`src/hw/rtl/pfa_pkg.sv`:
```
//------------------------------------------------------------------------------
// Partition fit allocator package
// Field widths, configuration register indexes and the policy and kind codes
// that the channels and the allocator share.
//------------------------------------------------------------------------------
`default_nettype none

package pfa_pkg;

    localparam int KIND_W    = 1;
    localparam int ENTRY_W   = 4;
    localparam int SIZE_W    = 16;
    localparam int POLICY_W  = 2;
    localparam int BCOUNT_W  = 5;
    localparam int CFG_IDX_W = 1;
    localparam int CFG_DATA_W = 5;

    // Configuration register indexes.
    localparam logic [CFG_IDX_W-1:0] CFG_POLICY      = 1'd0;
    localparam logic [CFG_IDX_W-1:0] CFG_BLOCK_COUNT = 1'd1;

    // Input item kinds.
    localparam logic [KIND_W-1:0] KIND_LOAD    = 1'b0;
    localparam logic [KIND_W-1:0] KIND_REQUEST = 1'b1;

    typedef enum logic [POLICY_W-1:0] {
        POL_FIRST = 2'd0,
        POL_BEST  = 2'd1,
        POL_WORST = 2'd2,
        POL_NEXT  = 2'd3
    } policy_t;

    localparam logic [POLICY_W-1:0] POLICY_RESET      = 2'd0;
    localparam logic [BCOUNT_W-1:0] BLOCK_COUNT_RESET = 5'd16;

endpackage

`default_nettype wire

```
`src/hw/rtl/pfa_if.sv`:
```
//------------------------------------------------------------------------------
// Partition fit allocator channels
// Valid/ready channels for input items (loads and requests) and for results.
//------------------------------------------------------------------------------
`default_nettype none

interface pfa_req_if;
    logic                         valid;
    logic                         ready;
    logic [pfa_pkg::KIND_W-1:0]   kind;
    logic [pfa_pkg::ENTRY_W-1:0]  entry_index;
    logic [pfa_pkg::SIZE_W-1:0]   size;

    modport source (output valid, output kind, output entry_index, output size,
                    input ready);
    modport sink   (input valid, input kind, input entry_index, input size,
                    output ready);
endinterface

interface pfa_rsp_if;
    logic                         valid;
    logic                         ready;
    logic                         granted;
    logic [pfa_pkg::ENTRY_W-1:0]  block_index;
    logic [pfa_pkg::SIZE_W-1:0]   size_before;

    modport source (output valid, output granted, output block_index,
                    output size_before, input ready);
    modport sink   (input valid, input granted, input block_index,
                    input size_before, output ready);
endinterface

`default_nettype wire

```
`src/hw/rtl/partition_fit_allocator_top.sv`:
```
// Load item: stored in capacity memory on transfer if its index is below MAX_BLOCKS.
// Request: with N = block_count capped at MAX_BLOCKS, the scan state issues one memory
// read for each of N entries, the drain state takes the last read and the finish state
// registers the result and writes back the chosen entry; a block_count of zero goes
// from idle to the finish and refuses. Only idle takes items; a waiting result stalls
// the finish. Reset clears control, policy (first fit), block_count (16) and pointer.
//------------------------------------------------------------------------------
// Partition fit allocator
// Picks a partition under first, best, worst or next fit from a capacity
// memory scanned one entry per cycle, then subtracts the request from it.
//------------------------------------------------------------------------------
`default_nettype none

module partition_fit_allocator_top #(
    parameter int MAX_BLOCKS = 16,
    parameter int SIZE_WIDTH = 16
) (
    input  wire logic                             clk,
    input  wire logic                             rst_n,
    input  wire logic                             cfg_we,
    input  wire logic [pfa_pkg::CFG_IDX_W-1:0]    cfg_index,
    input  wire logic [pfa_pkg::CFG_DATA_W-1:0]   cfg_wdata,
    pfa_req_if.sink                               req,
    pfa_rsp_if.source                             rsp
);

    localparam int IDX_W = $clog2(MAX_BLOCKS);
    localparam int CNT_W = $clog2(MAX_BLOCKS + 1);

    typedef enum logic [3:0] {
        ST_IDLE   = 4'b0001,
        ST_SCAN   = 4'b0010,
        ST_DRAIN  = 4'b0100,
        ST_FINISH = 4'b1000
    } state_t;

    state_t state_reg, state_next;

    pfa_pkg::policy_t                  policy_reg;
    logic [pfa_pkg::BCOUNT_W-1:0]      block_count_reg;
    logic [IDX_W-1:0]                  ptr_reg;

    logic [SIZE_WIDTH-1:0]             cap_mem [MAX_BLOCKS];
    logic [SIZE_WIDTH-1:0]             rd_data_reg;
    logic                              rd_pend_reg;

    logic [SIZE_WIDTH-1:0]             want_reg;
    logic [CNT_W-1:0]                  count_reg;
    logic [CNT_W-1:0]                  left_reg;
    logic [IDX_W-1:0]                  scan_idx_reg;
    logic [IDX_W-1:0]                  rd_tag_reg;
    logic                              found_reg;
    logic [IDX_W-1:0]                  chosen_idx_reg;
    logic [SIZE_WIDTH-1:0]             chosen_cap_reg;

    logic                              out_valid_reg;
    logic                              out_granted_reg;
    logic [pfa_pkg::ENTRY_W-1:0]       out_index_reg;
    logic [pfa_pkg::SIZE_W-1:0]        out_size_reg;

    logic [CNT_W-1:0]                  active_count;
    logic [IDX_W-1:0]                  start_idx;
    logic [IDX_W-1:0]                  scan_idx_inc;
    logic                              req_xfer;
    logic                              load_ok;
    logic                              out_free;
    logic                              fits;
    logic                              take;
    logic                              mem_we;
    logic [IDX_W-1:0]                  mem_waddr;
    logic [SIZE_WIDTH-1:0]             mem_wdata;

    assign req.ready     = (state_reg == ST_IDLE);
    assign req_xfer      = req.valid && req.ready;
    assign out_free      = !out_valid_reg || rsp.ready;

    assign rsp.valid       = out_valid_reg;
    assign rsp.granted     = out_granted_reg;
    assign rsp.block_index = out_index_reg;
    assign rsp.size_before = out_size_reg;

    // Counts above the table size saturate.
    always_comb
    begin
        if (32'(block_count_reg) > 32'(MAX_BLOCKS))
        begin
            active_count = CNT_W'(MAX_BLOCKS);
        end
        else
        begin
            active_count = CNT_W'(block_count_reg);
        end
    end

    // A stale next-fit pointer restarts the scan at entry zero.
    always_comb
    begin
        if (policy_reg == pfa_pkg::POL_NEXT && CNT_W'(ptr_reg) < active_count)
        begin
            start_idx = ptr_reg;
        end
        else
        begin
            start_idx = '0;
        end
    end

    always_comb
    begin
        if (CNT_W'(scan_idx_reg) + CNT_W'(1) == count_reg)
        begin
            scan_idx_inc = '0;
        end
        else
        begin
            scan_idx_inc = scan_idx_reg + IDX_W'(1);
        end
    end

    assign load_ok = 32'(req.entry_index) < 32'(MAX_BLOCKS);

    // Best and worst fit compare capacities: with a fixed request the
    // leftover orders the same way. Strict compares keep the lowest index.
    assign fits = rd_data_reg >= want_reg;
    always_comb
    begin
        take = 1'b0;
        if (rd_pend_reg && fits)
        begin
            if (!found_reg)
            begin
                take = 1'b1;
            end
            else if (policy_reg == pfa_pkg::POL_BEST)
            begin
                take = rd_data_reg < chosen_cap_reg;
            end
            else if (policy_reg == pfa_pkg::POL_WORST)
            begin
                take = rd_data_reg > chosen_cap_reg;
            end
        end
    end

    // The single write port serves loads in idle and grants at the finish.
    always_comb
    begin
        mem_we    = 1'b0;
        mem_waddr = chosen_idx_reg;
        mem_wdata = chosen_cap_reg - want_reg;
        if (state_reg == ST_IDLE)
        begin
            mem_we    = req_xfer && req.kind == pfa_pkg::KIND_LOAD && load_ok;
            mem_waddr = IDX_W'(req.entry_index);
            mem_wdata = SIZE_WIDTH'(req.size);
        end
        else if (state_reg == ST_FINISH)
        begin
            mem_we = out_free && found_reg;
        end
    end

    always_ff @(posedge clk)
    begin
        if (mem_we)
        begin
            cap_mem[mem_waddr] <= mem_wdata;
        end
        rd_data_reg <= cap_mem[scan_idx_reg];
    end

    always_comb
    begin
        state_next = state_reg;
        unique case (state_reg)
            ST_IDLE:
            begin
                if (req_xfer && req.kind == pfa_pkg::KIND_REQUEST)
                begin
                    state_next = (active_count == '0) ? ST_FINISH : ST_SCAN;
                end
            end
            ST_SCAN:
            begin
                if (left_reg == CNT_W'(1))
                begin
                    state_next = ST_DRAIN;
                end
            end
            ST_DRAIN:
            begin
                state_next = ST_FINISH;
            end
            ST_FINISH:
            begin
                if (out_free)
                begin
                    state_next = ST_IDLE;
                end
            end
            default:
            begin
                state_next = ST_IDLE;
            end
        endcase
    end

    always_ff @(posedge clk or negedge rst_n)
    begin
        if (!rst_n)
        begin
            state_reg       <= ST_IDLE;
            policy_reg      <= pfa_pkg::policy_t'(pfa_pkg::POLICY_RESET);
            block_count_reg <= pfa_pkg::BLOCK_COUNT_RESET;
            ptr_reg         <= '0;
            rd_pend_reg     <= 1'b0;
            found_reg       <= 1'b0;
            left_reg        <= '0;
            out_valid_reg   <= 1'b0;
        end
        else
        begin
            state_reg   <= state_next;
            rd_pend_reg <= (state_reg == ST_SCAN);

            if (cfg_we)
            begin
                unique case (cfg_index)
                    pfa_pkg::CFG_POLICY:
                    begin
                        policy_reg <= pfa_pkg::policy_t'(cfg_wdata[pfa_pkg::POLICY_W-1:0]);
                    end
                    pfa_pkg::CFG_BLOCK_COUNT:
                    begin
                        block_count_reg <= cfg_wdata[pfa_pkg::BCOUNT_W-1:0];
                    end
                    default:
                    begin
                    end
                endcase
            end

            if (state_reg == ST_IDLE && req_xfer)
            begin
                found_reg <= 1'b0;
                left_reg  <= active_count;
            end
            else if (state_reg == ST_SCAN)
            begin
                left_reg <= left_reg - CNT_W'(1);
            end

            if (take)
            begin
                found_reg <= 1'b1;
            end

            if (state_reg == ST_FINISH && out_free)
            begin
                out_valid_reg <= 1'b1;
                if (found_reg && policy_reg == pfa_pkg::POL_NEXT)
                begin
                    ptr_reg <= chosen_idx_reg;
                end
            end
            else if (rsp.valid && rsp.ready)
            begin
                out_valid_reg <= 1'b0;
            end
        end
    end

    // Payload registers.
    always_ff @(posedge clk)
    begin
        if (state_reg == ST_IDLE && req_xfer)
        begin
            want_reg     <= SIZE_WIDTH'(req.size);
            count_reg    <= active_count;
            scan_idx_reg <= start_idx;
        end
        else if (state_reg == ST_SCAN)
        begin
            scan_idx_reg <= scan_idx_inc;
        end

        rd_tag_reg <= scan_idx_reg;

        if (take)
        begin
            chosen_idx_reg <= rd_tag_reg;
            chosen_cap_reg <= rd_data_reg;
        end

        if (state_reg == ST_FINISH && out_free)
        begin
            out_granted_reg <= found_reg;
            out_index_reg   <= found_reg ? pfa_pkg::ENTRY_W'(chosen_idx_reg) : '0;
            out_size_reg    <= found_reg ? pfa_pkg::SIZE_W'(chosen_cap_reg) : '0;
        end
    end

endmodule

`default_nettype wire
```
`src/flat_wrapper.sv`:
```
// flat-port wrapper written by rule: the top's interface ports become plain ports
module partition_fit_allocator_top_flat 
#(
    parameter int MAX_BLOCKS = 16,
    parameter int SIZE_WIDTH = 16
)
  (clk, rst_n, cfg_we, cfg_index, cfg_wdata, req_valid, req_kind, req_entry_index, req_size, req_ready, rsp_valid, rsp_granted, rsp_block_index, rsp_size_before, rsp_ready);
  pfa_req_if req_i ();
  pfa_rsp_if rsp_i ();
  input  wire logic clk;
  input  wire logic rst_n;
  input  wire logic cfg_we;
  input  wire logic [pfa_pkg::CFG_IDX_W-1:0] cfg_index;
  input  wire logic [pfa_pkg::CFG_DATA_W-1:0] cfg_wdata;
  input wire logic [$bits(req_i.valid)-1:0] req_valid;
  input wire logic [$bits(req_i.kind)-1:0] req_kind;
  input wire logic [$bits(req_i.entry_index)-1:0] req_entry_index;
  input wire logic [$bits(req_i.size)-1:0] req_size;
  output wire logic [$bits(req_i.ready)-1:0] req_ready;
  output wire logic [$bits(rsp_i.valid)-1:0] rsp_valid;
  output wire logic [$bits(rsp_i.granted)-1:0] rsp_granted;
  output wire logic [$bits(rsp_i.block_index)-1:0] rsp_block_index;
  output wire logic [$bits(rsp_i.size_before)-1:0] rsp_size_before;
  input wire logic [$bits(rsp_i.ready)-1:0] rsp_ready;
  assign req_i.valid = req_valid;
  assign req_i.kind = req_kind;
  assign req_i.entry_index = req_entry_index;
  assign req_i.size = req_size;
  assign req_ready = req_i.ready;
  assign rsp_valid = rsp_i.valid;
  assign rsp_granted = rsp_i.granted;
  assign rsp_block_index = rsp_i.block_index;
  assign rsp_size_before = rsp_i.size_before;
  assign rsp_i.ready = rsp_ready;
  partition_fit_allocator_top #(.MAX_BLOCKS(MAX_BLOCKS), .SIZE_WIDTH(SIZE_WIDTH)) u_core (.clk(clk), .rst_n(rst_n), .cfg_we(cfg_we), .cfg_index(cfg_index), .cfg_wdata(cfg_wdata), .req(req_i), .rsp(rsp_i));
endmodule
```
`config.mk`:
```
export PLATFORM = sky130hd
export DESIGN_NAME = partition_fit_allocator_top_flat
export DESIGN_NICKNAME = d
export VERILOG_FILES = /design/src/hw/rtl/pfa_pkg.sv /design/src/hw/rtl/pfa_if.sv /design/src/hw/rtl/partition_fit_allocator_top.sv /design/src/flat_wrapper.sv
export SDC_FILE = /design/constraint.sdc
export NUM_CORES = 1
export LEC_CHECK = 0
export BUFFER_PORTS_ARGS = -buffer_cell sky130_fd_sc_hd__buf_2
export CELL_PAD_IN_SITES_DETAIL_PLACEMENT = 1
export CELL_PAD_IN_SITES_GLOBAL_PLACEMENT = 1
export CORE_MARGIN = 2
export CORE_UTILIZATION = 50
export DETAILED_ROUTE_END_ITERATION = 10
export PLACE_DENSITY = 0.81
export RECOVER_POWER = 25
export SETUP_SLACK_MARGIN = 0.15
export SLEW_MARGIN = 20
export SYNTH_ARGS = -nofsm -noshare
export SYNTH_HDL_FRONTEND = slang
export SYNTH_SLANG_ARGS = --single-unit
```
`constraint.sdc`:
```
create_clock -name clk -period 3.75 [get_ports clk]
set_input_delay 0.375 -clock clk [delete_from_list [all_inputs] [get_ports clk]]
set_output_delay 0.375 -clock clk [all_outputs]
set_load 0.005 [all_outputs]
```
==> qor.yml <==
setup_path:
  startpoint_type: "register"
  cp_data_arrival_time_ns: 3.56
  worstPathMaxFanout: 34
  path_class: "register to register"
  critPathRequiredTime_ns: 4.19
  cp-end-kind: "register"
route:
  ant_nets: 0
  drcViolationCount: 0
  vias: 9386
  avgRoutedWirePerCell_um: 26.0
  viasPerCell: 6.08
  firstDrtPassIters: 5
  drt-initial-drc-count: 862
  wl_um: 40200
synthesis:
  syn_area_mm2: 0.0156
  synth_cells: 1027
  async_flop_share_pct: 6.30
  synth_edf_count: 322
  synth.distinct_cells: 63
  seq_area_frac_synth_pct: 68.2
  avgSynthCellArea_um2: 15.2
  ys.flop_type: "edfxtp_1"
  synth_fp_nets: 1113
  synth-seq-cells: 365
  yosys_warnings: 0
finish:
  fin_area_mm2: 0.0176
  area_delta_synth_final_pct: 12.8
  final_layout_size_suffix_gt1_share_pct: 17.3
  largest_reg_flops: 256
  top_register: "u_core.cap_mem"
  diodes: 0
  fin_nets: 1206
timing:
  fmaxAchievable_mhz: 321
  post-route-period-util_pct: 83.2
  relSlewSlack_pct: -34.1
  final.setup.tns_ns: 0
  setup-violations-final: 0
  tightestPinTransition_ns: 2.01
  finalMaxSlewViolations: 35
  setup_slack_ns: 0.630
  fin_crit_ns: 3.12
  finClkSkew_ns: 0.0153
  rsz0062_at_grt: "no"
  hold_viol: 0
clock_network:
  cts-root-buf: "clkbuf_16"
  cts_tree: "yes"
  cts_inserted_buffers: 37
  cts_buffer_depth: 3
  ctsResizeCount: 0
  insertion_delay_ns: 0.53
  post_cts_buffers: 0
  clk_pin_slew_ns: 0.06
  h-tree-depth: 2
  cts_sinks: 365
die:
  io_pins: 55
  dieHeight_um: 181
  initial_core_util_pct: 50.9
  dieArea_mm2: 0.0326
  core_mm2: 0.0307
  die_x_um: 181
  fp-row-count: 64
power_and_ir_drop:
  ir_worst_vdd_v: 0.000492
  total_power_mw: 14.0
  p_per_area_mw_per_mm2: 797
  leakage_nw: 6.31
grt:
  grt_pass1_wl_um: 60800
  antenna_found_initial: 0
  grt_pass1_vias: 10100
  grt_overflow_total: 0
  grt_usage_pct: 24.7
  grt_max_degree: 64
place:
  pre_cts_ws_ns: 0.643
  placed_area_mm2: 0.0165
  gp_congestion: 0.862
  port_buffers: 54
  dp_hpwl_um: 25300
worst_hold_path:
  min_path_type: "input pin to register"
flow_run:
  maxCapViolCount: 1
status:
  violations: "max-capacitance violations, max-slew violations"
  status: "finished with violations"
-- power breakdown --
| part | internal (mW) | switching (mW) |
|---|---|---|
| Combinational | 1.61 | 3.09 |
| Sequential | 5.58 | 0.338 |
| Clock | 1.87 | 1.52 |
| Total | 9.07 | 4.95 |
-- final cells by class --
type                            instances  area [µm²]
Clock buffer                           46         980
Inverter                               46         173
Fill cell                            2919       13100
Clock inverter                         21         128
Tap cell                              396         495
Sequential cell                       365       10600
Timing Repair Buffer                   95         538
Multi-Input combinational cell        575        4640
-- logic make-up (layout without fill, tap and decap cells) --
kind of cell	Yosys count	after routing	share of synthesized area, %
AO/OA/AOI/OAI	187	187	7.50
buffers and inverters	87	208	2.36
XOR/XNOR	21	21	1.18
multiplexers	108	108	9.67
flip-flops	365	365	68.2
adder cells (fa/ha/maj)	54	54	4.38
AND/OR/NAND/NOR	205	205	6.69
-- cell usage after synthesis (all sizes together), types with 12 or more instances --
cell	count	share of area, %
mux4	32	4.6
o21ai	63	2.2
and2	21	0.84
dfxtp	20	2.6
edfxtp	322	62
dfrtp	21	3.4
mux2	22	1.6
ha	53	4.2
a21oi	55	1.8
nor2	47	1.1
mux2i	54	3.5
a221oi	17	0.95
inv	46	1.1
xnor2	12	0.67
clkbuf	23	0.56
nand2	71	1.7
a22oi	17	0.82
buf	18	0.69
-- cell usage in the layout (no fill, tap or decap), drive strengths merged, types with 17 or more instances in the layout --
master,instances
clkinv,18
ha,53
dfrtp,21
clkbuf,78
mux2,22
and2,21
nand2,71
mux2i,54
buf,62
dfxtp,20
o21ai,63
inv,48
mux4,32
a22oi,17
edfxtp,322
a21oi,55
a221oi,17
nor2,47
-- critical path: stages, from the launching register on --
cell and delay, ns:
edfxtp_1 0.40, clkbuf_1 1.46, o21ai_0 0.39, a21oi_1 0.33
o21ai_0 0.17, nand2_1 0.25
-- stage by stage --
step | utilization (%) | instances | hold slack (ns)
5_1_grt | 57.4 | 1544 | 0.0294
3_3_place_gp | 53.9 | 1476 | 0.383
2_1_floorplan | - | 1027 | 0.0794
4_1_cts | 57.6 | 1544 | 0.0226
3_5_place_dp | 53.9 | 1476 | 0.390
6_report | 57.4 | 1544 | 0.0409
-- routing by layer --
layer,vias to the layer above,track usage [%],part of all wire (%)
li1,4127,-,-
met3,94,3.40,5.8
met5,-,0,0
met2,373,41.6,50
met4,0,10.1,3.6
met1,4792,32.6,41
-- repair_timing --
item                                    CTS  global route
hold buffers                              1             0
endpoints found under the setup margin    0             0
hold endpoints to repair                 21             0
-- worst paths after layout --
check                      slack [ns]  cells past startpoint                    from                  endpoint
hold reg to reg                  0.41                      0    u_core.rd_tag_reg[0]  u_core.chosen_idx_reg[0]
setup reg to reg                 0.63                      5  u_core.scan_idx_reg[3]    u_core.rd_data_reg[14]
max in group asynchronous        2.32                      2                   rst_n        u_core.left_reg[2]
setup / recovery                 0.63                      5  u_core.scan_idx_reg[3]    u_core.rd_data_reg[14]
min in group asynchronous        0.65                      2                   rst_n         u_core.ptr_reg[0]
hold / removal                   0.04                      1             req_size[3]        u_core.want_reg[3]
Note: power is estimated with default switching activity, not from simulation.
